### config.mk
export PLATFORM = sky130hd
export DESIGN_NAME = release_sort_makespan_core_flat
export DESIGN_NICKNAME = d
export VERILOG_FILES = /design/src/hw/rtl/rsm_pkg.sv /design/src/hw/rtl/rsm_if.sv /design/src/hw/rtl/release_sort_makespan_core.sv /design/src/hw/rtl/rsm_cell.sv /design/src/hw/rtl/rsm_sched.sv /design/src/flat_wrapper.sv
export SDC_FILE = /design/constraint.sdc
export NUM_CORES = 2
export LEC_CHECK = 0
export ABC_CLOCK_PERIOD_IN_PS = 10540
export BUFFER_PORTS_ARGS = -buffer_cell sky130_fd_sc_hd__buf_2
export CAP_MARGIN = 5
export CORE_ASPECT_RATIO = 1.75
export CORE_UTILIZATION = 40
export DETAILED_ROUTE_END_ITERATION = 16
export PLACE_DENSITY_LB_ADDON = 0.1
export SETUP_SLACK_MARGIN = 0.5
export SYNTH_ARGS = -nofsm -noshare
export SYNTH_HDL_FRONTEND = slang
export SYNTH_SLANG_ARGS = --single-unit
### constraint.sdc
create_clock -name i_clk -period 10.54 [get_ports i_clk]
set_input_delay 1.054 -clock i_clk [delete_from_list [all_inputs] [get_ports i_clk]]
set_output_delay 1.054 -clock i_clk [all_outputs]
set_load 0.01 [all_outputs]
### src/hw/rtl/rsm_pkg.sv
// Shared types and constants for the release-sort makespan block.
// No dependencies; compile first.
package rsm_pkg;

    localparam int DATA_W = 16;
    localparam int TIME_W = 21;
    localparam logic [TIME_W-1:0] TIME_MAX = {TIME_W{1'b1}};

    typedef logic [DATA_W-1:0] t_data;
    typedef logic [TIME_W-1:0] t_time;

    // One stored job: release, processing and delivery times.
    typedef struct packed {
        t_data r;
        t_data p;
        t_data q;
    } t_job;

    // Broadcast control from the sequencer to every cell.
    typedef struct packed {
        logic ins;
        logic pop;
        t_job job;
    } t_cell_ctl;

    // What a cell shows its neighbors.
    typedef struct packed {
        logic valid;
        logic gt;
        t_job job;
    } t_cell_link;

endpackage

### src/hw/rtl/rsm_if.sv
// Valid/ready channel interfaces for jobs in and scheduled results out.
// Depends on rsm_pkg.
interface rsm_job_if;
    logic               valid;
    logic               ready;
    rsm_pkg::t_data     release_time;
    rsm_pkg::t_data     proc_time;
    rsm_pkg::t_data     delivery_time;
    logic               last_job;

    modport source (output valid, release_time, proc_time, delivery_time, last_job,
                    input ready);
    modport sink (input valid, release_time, proc_time, delivery_time, last_job,
                  output ready);
endinterface

interface rsm_res_if;
    logic               valid;
    logic               ready;
    rsm_pkg::t_data     out_release;
    rsm_pkg::t_data     out_proc;
    rsm_pkg::t_data     out_delivery;
    rsm_pkg::t_time     finish_time;
    rsm_pkg::t_time     makespan;
    logic               overflow;
    logic               last_result;

    modport source (output valid, out_release, out_proc, out_delivery, finish_time,
                    makespan, overflow, last_result, input ready);
    modport sink (input valid, out_release, out_proc, out_delivery, finish_time,
                  makespan, overflow, last_result, output ready);
endinterface

### src/hw/rtl/release_sort_makespan_core.sv
// Release-sort makespan core: insertion chain of MAX_JOBS cells plus scheduler.
// Throughput: one job per cycle while loading; after the last job, one result per cycle
// while the output is ready. The last job moves the sequencer to the emit state; each pop
// then shifts the chain one cell down into the scheduler, which registers the result.
// Reset (synchronous, active low) empties the chain and clears time and drop state.
// Depends on rsm_pkg, rsm_if, rsm_cell and rsm_sched.
module release_sort_makespan_core #(
    parameter int MAX_JOBS = 16
) (
    input  logic      i_clk,
    input  logic      i_rst_n,
    rsm_job_if.sink   i_job,
    rsm_res_if.source o_res
);
    import rsm_pkg::*;

    localparam int CNT_W = $clog2(MAX_JOBS + 1);

    typedef enum logic {
        ST_COLLECT,
        ST_EMIT
    } t_state;

    t_state             r_state;
    logic [CNT_W-1:0]   r_count;
    logic               r_dropped;

    logic               w_accept;
    logic               w_full;
    logic               w_take;
    logic               w_pop;
    logic               w_last;
    t_cell_ctl          w_ctl;
    t_cell_link         w_lnk [0:MAX_JOBS];

    // Take jobs only while collecting; the emit phase owns the chain.
    assign i_job.ready = (r_state == ST_COLLECT);
    assign w_accept    = i_job.valid && i_job.ready;
    assign w_full      = (r_count == CNT_W'(MAX_JOBS));
    assign w_pop       = (r_state == ST_EMIT) && w_take;
    assign w_last      = (r_count == CNT_W'(1));

    assign w_ctl.ins   = w_accept && !w_full;
    assign w_ctl.pop   = w_pop;
    assign w_ctl.job   = '{r: i_job.release_time, p: i_job.proc_time,
                           q: i_job.delivery_time};

    // Left edge of the chain: never "later", so cell 0 takes the new job when it shifts.
    assign w_lnk[0] = '{valid: 1'b0, gt: 1'b0, job: '0};

    for (genvar g = 0; g < MAX_JOBS; g++) begin : g_cell
        t_cell_link w_right;
        if (g < MAX_JOBS - 1) begin : g_mid
            assign w_right = w_lnk[g + 2];
        end else begin : g_end
            assign w_right = '{valid: 1'b0, gt: 1'b1, job: '0};
        end
        rsm_cell u_cell (
            .i_clk   (i_clk),
            .i_rst_n (i_rst_n),
            .i_ctl   (w_ctl),
            .i_left  (w_lnk[g]),
            .i_right (w_right),
            .o_link  (w_lnk[g + 1])
        );
    end

    // Head cell feeds the scheduler; the chain shifts down on every pop.
    rsm_sched u_sched (
        .i_clk   (i_clk),
        .i_rst_n (i_rst_n),
        .i_pop   (w_pop),
        .i_job   (w_lnk[1].job),
        .i_last  (w_last),
        .i_ovf   (r_dropped),
        .o_take  (w_take),
        .o_res   (o_res)
    );

    // Sequencer: count stored jobs, flag drops, switch to emit on the last job.
    always_ff @(posedge i_clk) begin
        if (!i_rst_n) begin
            r_state   <= ST_COLLECT;
            r_count   <= '0;
            r_dropped <= 1'b0;
        end else begin
            unique case (r_state)
                ST_COLLECT: begin
                    if (w_accept) begin
                        if (w_full) begin
                            r_dropped <= 1'b1;
                        end else begin
                            r_count <= r_count + CNT_W'(1);
                        end
                        if (i_job.last_job) begin
                            r_state <= ST_EMIT;
                        end
                    end
                end
                ST_EMIT: begin
                    if (w_pop) begin
                        r_count <= r_count - CNT_W'(1);
                        if (w_last) begin
                            r_state   <= ST_COLLECT;
                            r_dropped <= 1'b0;
                        end
                    end
                end
                default: begin
                    r_state <= ST_COLLECT;
                end
            endcase
        end
    end

    // The stored count never exceeds the chain length.
    a_count_bound: assert property (@(posedge i_clk) disable iff (!i_rst_n)
        r_count <= CNT_W'(MAX_JOBS))
        else $error("job count beyond chain length");

    // While emitting, the head cell always holds a job.
    a_head_valid: assert property (@(posedge i_clk) disable iff (!i_rst_n)
        (r_state == ST_EMIT) |-> w_lnk[1].valid)
        else $error("emit with empty head cell");

    // Popping the final job ends the set with an empty chain.
    a_set_end: assert property (@(posedge i_clk) disable iff (!i_rst_n)
        (w_pop && w_last) |=> (r_state == ST_COLLECT) && !w_lnk[1].valid)
        else $error("chain not empty after final result");

    // A result marked last leaves the scheduler only from the final pop.
    a_last_mark: assert property (@(posedge i_clk) disable iff (!i_rst_n)
        w_pop |=> (o_res.last_result == $past(w_last)))
        else $error("last_result mark mismatch");

endmodule

### src/hw/rtl/rsm_cell.sv
// One cell of the sorted job chain: holds a job, inserts or shifts.
// Depends on rsm_pkg.
module rsm_cell (
    input  logic                i_clk,
    input  logic                i_rst_n,
    input  rsm_pkg::t_cell_ctl  i_ctl,
    input  rsm_pkg::t_cell_link i_left,
    input  rsm_pkg::t_cell_link i_right,
    output rsm_pkg::t_cell_link o_link
);
    import rsm_pkg::*;

    logic r_vld;
    t_job r_job;
    logic w_gt;

    // Empty cells count as later than any job; equal release stays ahead (stable).
    assign w_gt = !r_vld || (r_job.r > i_ctl.job.r);

    assign o_link = '{valid: r_vld, gt: w_gt, job: r_job};

    always_ff @(posedge i_clk) begin
        if (!i_rst_n) begin
            r_vld <= 1'b0;
        end else if (i_ctl.pop) begin
            r_vld <= i_right.valid;
        end else if (i_ctl.ins && w_gt) begin
            r_vld <= i_left.gt ? i_left.valid : 1'b1;
        end
    end

    always_ff @(posedge i_clk) begin
        if (i_ctl.pop) begin
            r_job <= i_right.job;
        end else if (i_ctl.ins && w_gt) begin
            r_job <= i_left.gt ? i_left.job : i_ctl.job;
        end
    end

endmodule

### src/hw/rtl/rsm_sched.sv
// Single-machine scheduler at the head of the chain, with the result register.
// Depends on rsm_pkg and rsm_if.
module rsm_sched (
    input  logic          i_clk,
    input  logic          i_rst_n,
    input  logic          i_pop,
    input  rsm_pkg::t_job i_job,
    input  logic          i_last,
    input  logic          i_ovf,
    output logic          o_take,
    rsm_res_if.source     o_res
);
    import rsm_pkg::*;

    logic              r_vld;
    t_time             r_run;
    t_time             r_span;
    t_job              r_job;
    t_time             r_fin;
    t_time             r_ms;
    logic              r_ovf;
    logic              r_last;
    t_time             w_start;
    logic [TIME_W:0]   w_sum_fin;
    logic [TIME_W:0]   w_sum_span;
    t_time             w_fin;
    t_time             w_span;
    t_time             w_ms;

    assign o_take = !r_vld || o_res.ready;

    always_comb begin
        w_start    = (TIME_W'(i_job.r) > r_run) ? TIME_W'(i_job.r) : r_run;
        w_sum_fin  = {1'b0, w_start} + (TIME_W + 1)'(i_job.p);
        w_fin      = w_sum_fin[TIME_W] ? TIME_MAX : w_sum_fin[TIME_W-1:0];
        w_sum_span = {1'b0, w_fin} + (TIME_W + 1)'(i_job.q);
        w_span     = w_sum_span[TIME_W] ? TIME_MAX : w_sum_span[TIME_W-1:0];
        w_ms       = (w_span > r_span) ? w_span : r_span;
    end

    // Machine time and makespan restart after the final job of a set.
    always_ff @(posedge i_clk) begin
        if (!i_rst_n) begin
            r_vld  <= 1'b0;
            r_run  <= '0;
            r_span <= '0;
        end else begin
            if (i_pop) begin
                r_vld  <= 1'b1;
                r_run  <= i_last ? '0 : w_fin;
                r_span <= i_last ? '0 : w_ms;
            end else if (o_res.ready) begin
                r_vld <= 1'b0;
            end
        end
    end

    always_ff @(posedge i_clk) begin
        if (i_pop) begin
            r_job  <= i_job;
            r_fin  <= w_fin;
            r_ms   <= w_ms;
            r_ovf  <= i_ovf;
            r_last <= i_last;
        end
    end

    assign o_res.valid        = r_vld;
    assign o_res.out_release  = r_job.r;
    assign o_res.out_proc     = r_job.p;
    assign o_res.out_delivery = r_job.q;
    assign o_res.finish_time  = r_fin;
    assign o_res.makespan     = r_ms;
    assign o_res.overflow     = r_ovf;
    assign o_res.last_result  = r_last;

endmodule
### src/flat_wrapper.sv
// flat-port wrapper written by rule: the top's interface ports become plain ports
module release_sort_makespan_core_flat import rsm_pkg::*;
#(
    parameter int MAX_JOBS = 16
)
  (i_clk, i_rst_n, i_job_valid, i_job_release_time, i_job_proc_time, i_job_delivery_time, i_job_last_job, i_job_ready, o_res_valid, o_res_out_release, o_res_out_proc, o_res_out_delivery, o_res_finish_time, o_res_makespan, o_res_overflow, o_res_last_result, o_res_ready);
  rsm_job_if i_job_i ();
  rsm_res_if o_res_i ();
  input  logic i_clk;
  input  logic i_rst_n;
  input wire logic [$bits(i_job_i.valid)-1:0] i_job_valid;
  input wire logic [$bits(i_job_i.release_time)-1:0] i_job_release_time;
  input wire logic [$bits(i_job_i.proc_time)-1:0] i_job_proc_time;
  input wire logic [$bits(i_job_i.delivery_time)-1:0] i_job_delivery_time;
  input wire logic [$bits(i_job_i.last_job)-1:0] i_job_last_job;
  output wire logic [$bits(i_job_i.ready)-1:0] i_job_ready;
  output wire logic [$bits(o_res_i.valid)-1:0] o_res_valid;
  output wire logic [$bits(o_res_i.out_release)-1:0] o_res_out_release;
  output wire logic [$bits(o_res_i.out_proc)-1:0] o_res_out_proc;
  output wire logic [$bits(o_res_i.out_delivery)-1:0] o_res_out_delivery;
  output wire logic [$bits(o_res_i.finish_time)-1:0] o_res_finish_time;
  output wire logic [$bits(o_res_i.makespan)-1:0] o_res_makespan;
  output wire logic [$bits(o_res_i.overflow)-1:0] o_res_overflow;
  output wire logic [$bits(o_res_i.last_result)-1:0] o_res_last_result;
  input wire logic [$bits(o_res_i.ready)-1:0] o_res_ready;
  assign i_job_i.valid = i_job_valid;
  assign i_job_i.release_time = i_job_release_time;
  assign i_job_i.proc_time = i_job_proc_time;
  assign i_job_i.delivery_time = i_job_delivery_time;
  assign i_job_i.last_job = i_job_last_job;
  assign i_job_ready = i_job_i.ready;
  assign o_res_valid = o_res_i.valid;
  assign o_res_out_release = o_res_i.out_release;
  assign o_res_out_proc = o_res_i.out_proc;
  assign o_res_out_delivery = o_res_i.out_delivery;
  assign o_res_finish_time = o_res_i.finish_time;
  assign o_res_makespan = o_res_i.makespan;
  assign o_res_overflow = o_res_i.overflow;
  assign o_res_last_result = o_res_i.last_result;
  assign o_res_i.ready = o_res_ready;
  release_sort_makespan_core #(.MAX_JOBS(MAX_JOBS)) u_core (.i_clk(i_clk), .i_rst_n(i_rst_n), .i_job(i_job_i), .o_res(o_res_i));
endmodule
### Word level (Yosys, flattened, before mapping)

Index checks and enable logic that the tools add are counted.

* add/subtract/negate cells: 4
* order comparisons: 18
* equal/unequal tests: 7
* muxes and demuxes: 112
* bitwise gates (word level): 2
* reductions and logical operators: 73

Operator list (number)
* 48-bit two-way mux: 45
* 16-bit > comparator: 16
* 21-bit two-way mux: 6
* 1-bit two-way mux: 55
* 21-bit by 16-bit adder with 22-bit output: 2
* 2-bit nonzero test: 16
* 16-bit by 21-bit > comparator with 1-bit output: 1
* 21-bit > comparator: 1
* 1-bit logical AND: 19
* 1-bit logical NOT: 18
* 1-bit logical OR: 17
* 5-bit two-way mux: 3
* 2-bit != test (second input constant): 5
* 5-bit case mux with 2 select lines: 1
* 5-bit by 1-bit adder with 5-bit output (second input constant): 1
* 5-bit by 1-bit == test with 1-bit output (second input constant): 1
* 5-bit == test (second input constant): 1
* 5-bit by 1-bit subtractor with 5-bit output (second input constant): 1
* 1-bit case mux with 2 select lines: 2
* 4-bit AND reduction: 1
* 3-bit AND reduction: 1
* 1-bit inverter: 2
* 2-bit OR reduction: 1

* flip-flop bits (word level): 926
* output and inout bits: 94
* word-level logic and storage cells: 293

### Logic depth before layout (Yosys ltp)

* word-level depth: 9
* gate-level depth with buffers: 40

### Hierarchy

From an unflattened synthesis, not the netlist that was laid out.

* cells, all modules: 5217
* area total of the unflattened synthesis: 54976.5 um2

By module, submodules not included
* rsm_cell (u_core.g_cell[0].u_cell ...): times used 13, cells an instance 280, area each 2921.6 um2
* rsm_cell (u_core.g_cell[7].u_cell ...): times used 3, cells an instance 275, area each 2940.3 um2
* rsm_sched: times used 1, cells an instance 702, area each 7731.2 um2
* release_sort_makespan_core: times used 1, cells an instance 50, area each 444.2 um2

### Worst setup path after synthesis

OpenSTA, ideal clock, no wires.

* path kind: register to register
* from: register u_core.g_cell[0].u_cell.r_job (netlist bit u_core.g_cell[0].u_cell.o_link[33])
* to: register u_core.u_sched.r_ms[10], in the netlist u_core.u_sched.o_res.makespan[10], data pin
* library setup time: 0.267 ns
* arrival time: 7.988 ns
* required time: 10.273 ns
* slack: 2.285 ns
* stages on the path, launching flop included: 38
* path buffers: 5
* clock period less this slack: 8.255 ns
* path through: edfxtp_1 -> ha_1 -> nor2b_1 -> o21a_1 -> o21a_1 -> o21a_1 -> o21ai_0 -> a21oi_1 -> o22ai_2 -> buf_2 -> mux2_2 -> ha_1 -> o211ai_1 -> o211ai_1 -> nand3_1 -> nand2_1 -> nand2_1 -> clkbuf_1 -> [2 not listed] -> and3_1 -> a211oi_1 -> a221o_1 -> o32ai_1 -> o32ai_2 -> a31oi_4 -> buf_4 -> nand2_2 -> nand2_1 -> ha_1 -> nand4_1 -> or4_1 -> a311oi_1 -> a2111oi_0 -> a21oi_1 -> buf_2 -> buf_1 -> a21oi_1

* word-level cells in the longest chain between the ends: 8

RTL lines
* start, declared: line rsm_cell.sv:14 `t_job r_job;`
* start signal, assigned: line rsm_cell.sv:34 `r_job <= i_right.job;`
* start signal, assigned: line rsm_cell.sv:36 `r_job <= i_left.gt ? i_left.job : i_ctl.job;`
* 16-bit by 21-bit > comparator with 1-bit output: line rsm_sched.sv:33 `w_start = (TIME_W'(i_job.r) > r_run) ? TIME_W'(i_job.r) : r_run;`
* 21-bit two-way mux *: line rsm_sched.sv:33
* 21-bit by 16-bit adder with 22-bit output *: line rsm_sched.sv:34 `w_sum_fin = {1'b0, w_start} + (TIME_W + 1)'(i_job.p);`
* 21-bit two-way mux *: line rsm_sched.sv:35 `w_fin = w_sum_fin[TIME_W] ? TIME_MAX : w_sum_fin[TIME_W-1:0];`
* named net u_core.u_sched.w_fin[2]: line rsm_sched.sv:26 `t_time w_fin;`
* 21-bit by 16-bit adder with 22-bit output *: line rsm_sched.sv:36 `w_sum_span = {1'b0, w_fin} + (TIME_W + 1)'(i_job.q);`
* 21-bit two-way mux *: line rsm_sched.sv:37 `w_span = w_sum_span[TIME_W] ? TIME_MAX : w_sum_span[TIME_W-1:0];`
* 21-bit > comparator: line rsm_sched.sv:38 `w_ms = (w_span > r_span) ? w_span : r_span;`
* 21-bit two-way mux *: line rsm_sched.sv:38
* named net u_core.u_sched.w_ms[10]: line rsm_sched.sv:28 `t_time w_ms;`
* end signal, assigned: line rsm_sched.sv:62 `r_ms <= w_ms;`
* end, declared: line rsm_sched.sv:20 `t_time r_ms;`

The timed path passes the listed nets; every way through them passes the cells marked *.
A chain may end at the register's enable or synchronous reset.

### Worst setup path after layout

* from: register u_core.g_cell[0].u_cell.r_job (netlist bit u_core.g_cell[0].u_cell.o_link[38])
* to: register u_core.u_sched.r_span[18]

* word-level cells in the longest chain between the ends: 9

RTL lines
* 16-bit by 21-bit > comparator with 1-bit output: line rsm_sched.sv:33
* 21-bit two-way mux *: line rsm_sched.sv:33
* 21-bit by 16-bit adder with 22-bit output *: line rsm_sched.sv:34
* 21-bit two-way mux *: line rsm_sched.sv:35
* named net u_core.u_sched.w_fin[12]: line rsm_sched.sv:26
* 21-bit by 16-bit adder with 22-bit output *: line rsm_sched.sv:36
* 21-bit two-way mux *: line rsm_sched.sv:37
* 21-bit > comparator: line rsm_sched.sv:38
* 21-bit two-way mux *: line rsm_sched.sv:38
* 21-bit two-way mux *: line rsm_sched.sv:51 `r_span <= i_last ? '0 : w_ms;`
* end signal, assigned: line rsm_sched.sv:51
* end, declared: line rsm_sched.sv:17 `t_time r_span;`

Marks and branches as above.

==> results.toml <==
[status]
status = "completed"

[global_route]
overflow = 0
grt_pass1_wl_um = 307000
grt_usage_pct = 30.1
antenna_found_initial = 11
grt_pass1_vias = 45240
grt_max_degree = 193

[sta]
setup_ws_ps = 1160
hold_viol = 0
rsz0062_at_grt = "false"
finClkSkew_ps = 34.0
max_freq_mhz = 107
slew_violations = 0
period_needed_ps = 9380
post-route-period-util_pct = 89.0
timing.setup.tns_ps = 0
finalSetupViolCount = 0
max-slew-margin-rel_pct = 15.4
tightestPinTransition_ps = 1260

[worst_setup_path]
path_buf_inv = 4
slowest_stage = "or4_1"
cp_max_fo = 41
reg2reg_slack_ps = 1160
arrival_ps = 10020
crit_required_ps = 11180
max_stage_delay_ps = 580
end_kind = "register"
crit_path_start_kind = "register"
path_class = "register to register"
crit_top_cell = "ha_1"
cp_top_family = "compound AO/OA/AOI/OAI gates"

[synthesis]
synth_top_area_cell = "edfxtp_1"
synthCells = 5579
ys_top_cells_by_area = "edfxtp_1, ha_1, mux2i_1, nand2_1, o21ai_0"
yosysMostFrequentCell = "edfxtp_1"
synth.top_cell.area_share_pct = 44.2
synth_fp_nets = 5963
avgSynthCellArea_sq_um = 9.88
ys_types = 80
synth_common_cells = "edfxtp_1, nand2_1, o21ai_0"
synth_edf_count = 812
netlist_area_sq_um = 55100
yosysWarnings = 0
synth_top_flop_cell = "edfxtp_1"
yosys_register_bits = 926
async_reset_ff_share_pct = 0
synth.yosys.seq_area_share_pct = 48.4

[finish]
multi_input_area_sq_um = 26700
finalNetCount = 5873
regArea_sq_um = 26700
drive_gt1_share_pct = 10.3
fillers = 13078
area_growth_pct = 10.6

[clocking]
clk_latency_ps = 730
cts_tree = "done"
cts_made_buffers = 96
clkSinkCount = 926
cts_root_buffer = "clkbuf_16"
clockBufferDepth = 3
htreeDepth = 3
clk_pin_slew_ps = 70

[floorplan]
start_util_pct = 40.4
die_w_um = 283
die-area_sq_um = 139000
core-area_sq_um = 136000
pin_count = 147
fp.dieH_um = 493
rows = 179

[placed_design]
pre_cts_ws_ps = 362
place_hpwl_um = 143000
place_congestion = 0.985
io_buffers = 146

[drt]
drt_iter0_markers = 3905
num_vias = 45293
wl_per_cell_um = 28.6
drc = 0
viasPerCell = 6.13
drtPass1Iterations = 7
totalWireLength_um = 212000
ant_nets = 0

[run]
maxCapViolations = 0

[worst_hold_path]
hold_class = "register to register"

[power]
leakage_nw = 22.9
ir_drop_uv = 231
powerDensity_nw_per_um2 = 253
==> cell type report <==
cell class	count	area share, %
Clock buffer	131	4.43
Inverter	105	0.659
Sequential cell	926	43.8
Clock inverter	50	0.872
Tap cell	1810	3.72
Antenna cell	5	0.0205
Multi-Input combinational cell	4098	43.9
Timing Repair Buffer	262	2.67
==> stage by stage <==
| step | utilization (%) | instance area (sq um) | hold WS [ps] | std cells | power (W) |
|---|---|---|---|---|---|
| 2_1_floorplan | - | 55100 | 402 | 5579 | 0.00961 |
| 6_report | 44.7 | 60900 | 437 | 7387 | 0.0154 |
| 3_5_place_dp | 42.3 | 57600 | 416 | 7197 | 0.0118 |
| 5_1_grt | 44.7 | 60900 | 446 | 7383 | 0.0162 |
| 4_1_cts | 44.7 | 60900 | 434 | 7382 | 0.0154 |
| 3_3_place_gp | 42.3 | 57600 | 409 | 7197 | 0.0117 |
==> worst paths after layout <==
path	from	end	depth (start not counted)
max	u_core.g_cell[0].u_cell.o_link[38]	u_core.u_sched.r_span[18]	37
min	u_core.r_dropped	u_core.u_sched.o_res.overflow	0
max reg2reg	u_core.g_cell[0].u_cell.o_link[38]	u_core.u_sched.r_span[18]	37
min reg2reg	u_core.r_dropped	u_core.u_sched.o_res.overflow	0
==> worst reg2reg max path: cells and delay by family, from the launching register on <==
| kind | cells | cell delay, ps |
|---|---|---|
| adders and majority gates | 5 | 1580 |
| and+or+nand+nor | 8 | 2040 |
| muxes | 2 | 470 |
| DFF | 1 | 460 |
| xor gates and xnor gates | 1 | 120 |
| AOI/OAI and AO/OA | 17 | 3870 |
| buffers and inverters | 4 | 780 |
==> kinds of logic after synthesis <==
group                      count (synthesis)  synth area share [%]
and+or+nand+nor                         1927                  15.3
AOI/OAI and AO/OA                       1358                  16.1
DFF                                      926                  48.4
buffers and inverters                    555                  3.83
muxes                                    452                  8.36
adders and majority gates                331                  7.54
xor gates and xnor gates                  30                 0.477
==> state kept, by name, indices dropped and copies added, names as in the netlist, 5 cells and up <==
signal,cells
u_core.g_cell.u_cell.o_link,768
u_core.r_count,5
u_core.u_sched.o_res.finish_time,21
u_core.u_sched.r_run,21
u_core.u_sched.o_res.out_delivery,16
u_core.u_sched.o_res.out_release,16
u_core.u_sched.o_res.makespan,21
u_core.u_sched.r_span,21
u_core.u_sched.o_res.out_proc,16
u_core.g_cell.u_cell.r_vld,16
==> power by group <==
| group | internal [W] | total (W) | leakage (nW) | switching, W |
|---|---|---|---|---|
| Clock | 0.00203 | 0.00366 | 1.58 | 0.00163 |
| Sequential | 0.00530 | 0.00601 | 8.92 | 0.000716 |
| Combinational | 0.00208 | 0.00576 | 12.4 | 0.00368 |
| Total | 0.00940 | 0.0154 | 22.9 | 0.00603 |
==> cells in the final DEF, fill, tap and decap left out, drive strengths merged, types with 31 or more instances in the layout <==
cell    count
a21o      117
nor3      235
ha        329
o21ai     503
nand2     788
dfxtp     114
clkbuf    131
nor2      435
a221o     100
a21oi     218
mux2       66
a311oi     50
and2       47
buf       262
nor4       62
nand3     221
edfxtp    812
o211ai    109
inv       110
nand4      62
o21a       43
clkinv     31
a211oi    109
mux2i     386
==> what timing repair did <==
| item | 4_1_cts | 5_1_grt |
|---|---|---|
| endpoints found under the setup margin | 14 | 27 |
| gates resized for setup | 0 | 5 |
| hold buffers | 0 | 0 |
| buffers inserted | 4 | 0 |
==> per-layer routing <==
layer / up-vias / GRT usage [%] / share of wire, %
li1: 20576 / - / -
met1: 22365 / 32.4 / 35
met2: 1735 / 54.7 / 52
met3: 613 / 3.62 / 5.1
met4: 4 / 20.3 / 7.4
met5: - / 0 / 0.015
Power figures use the tool's default switching activity.
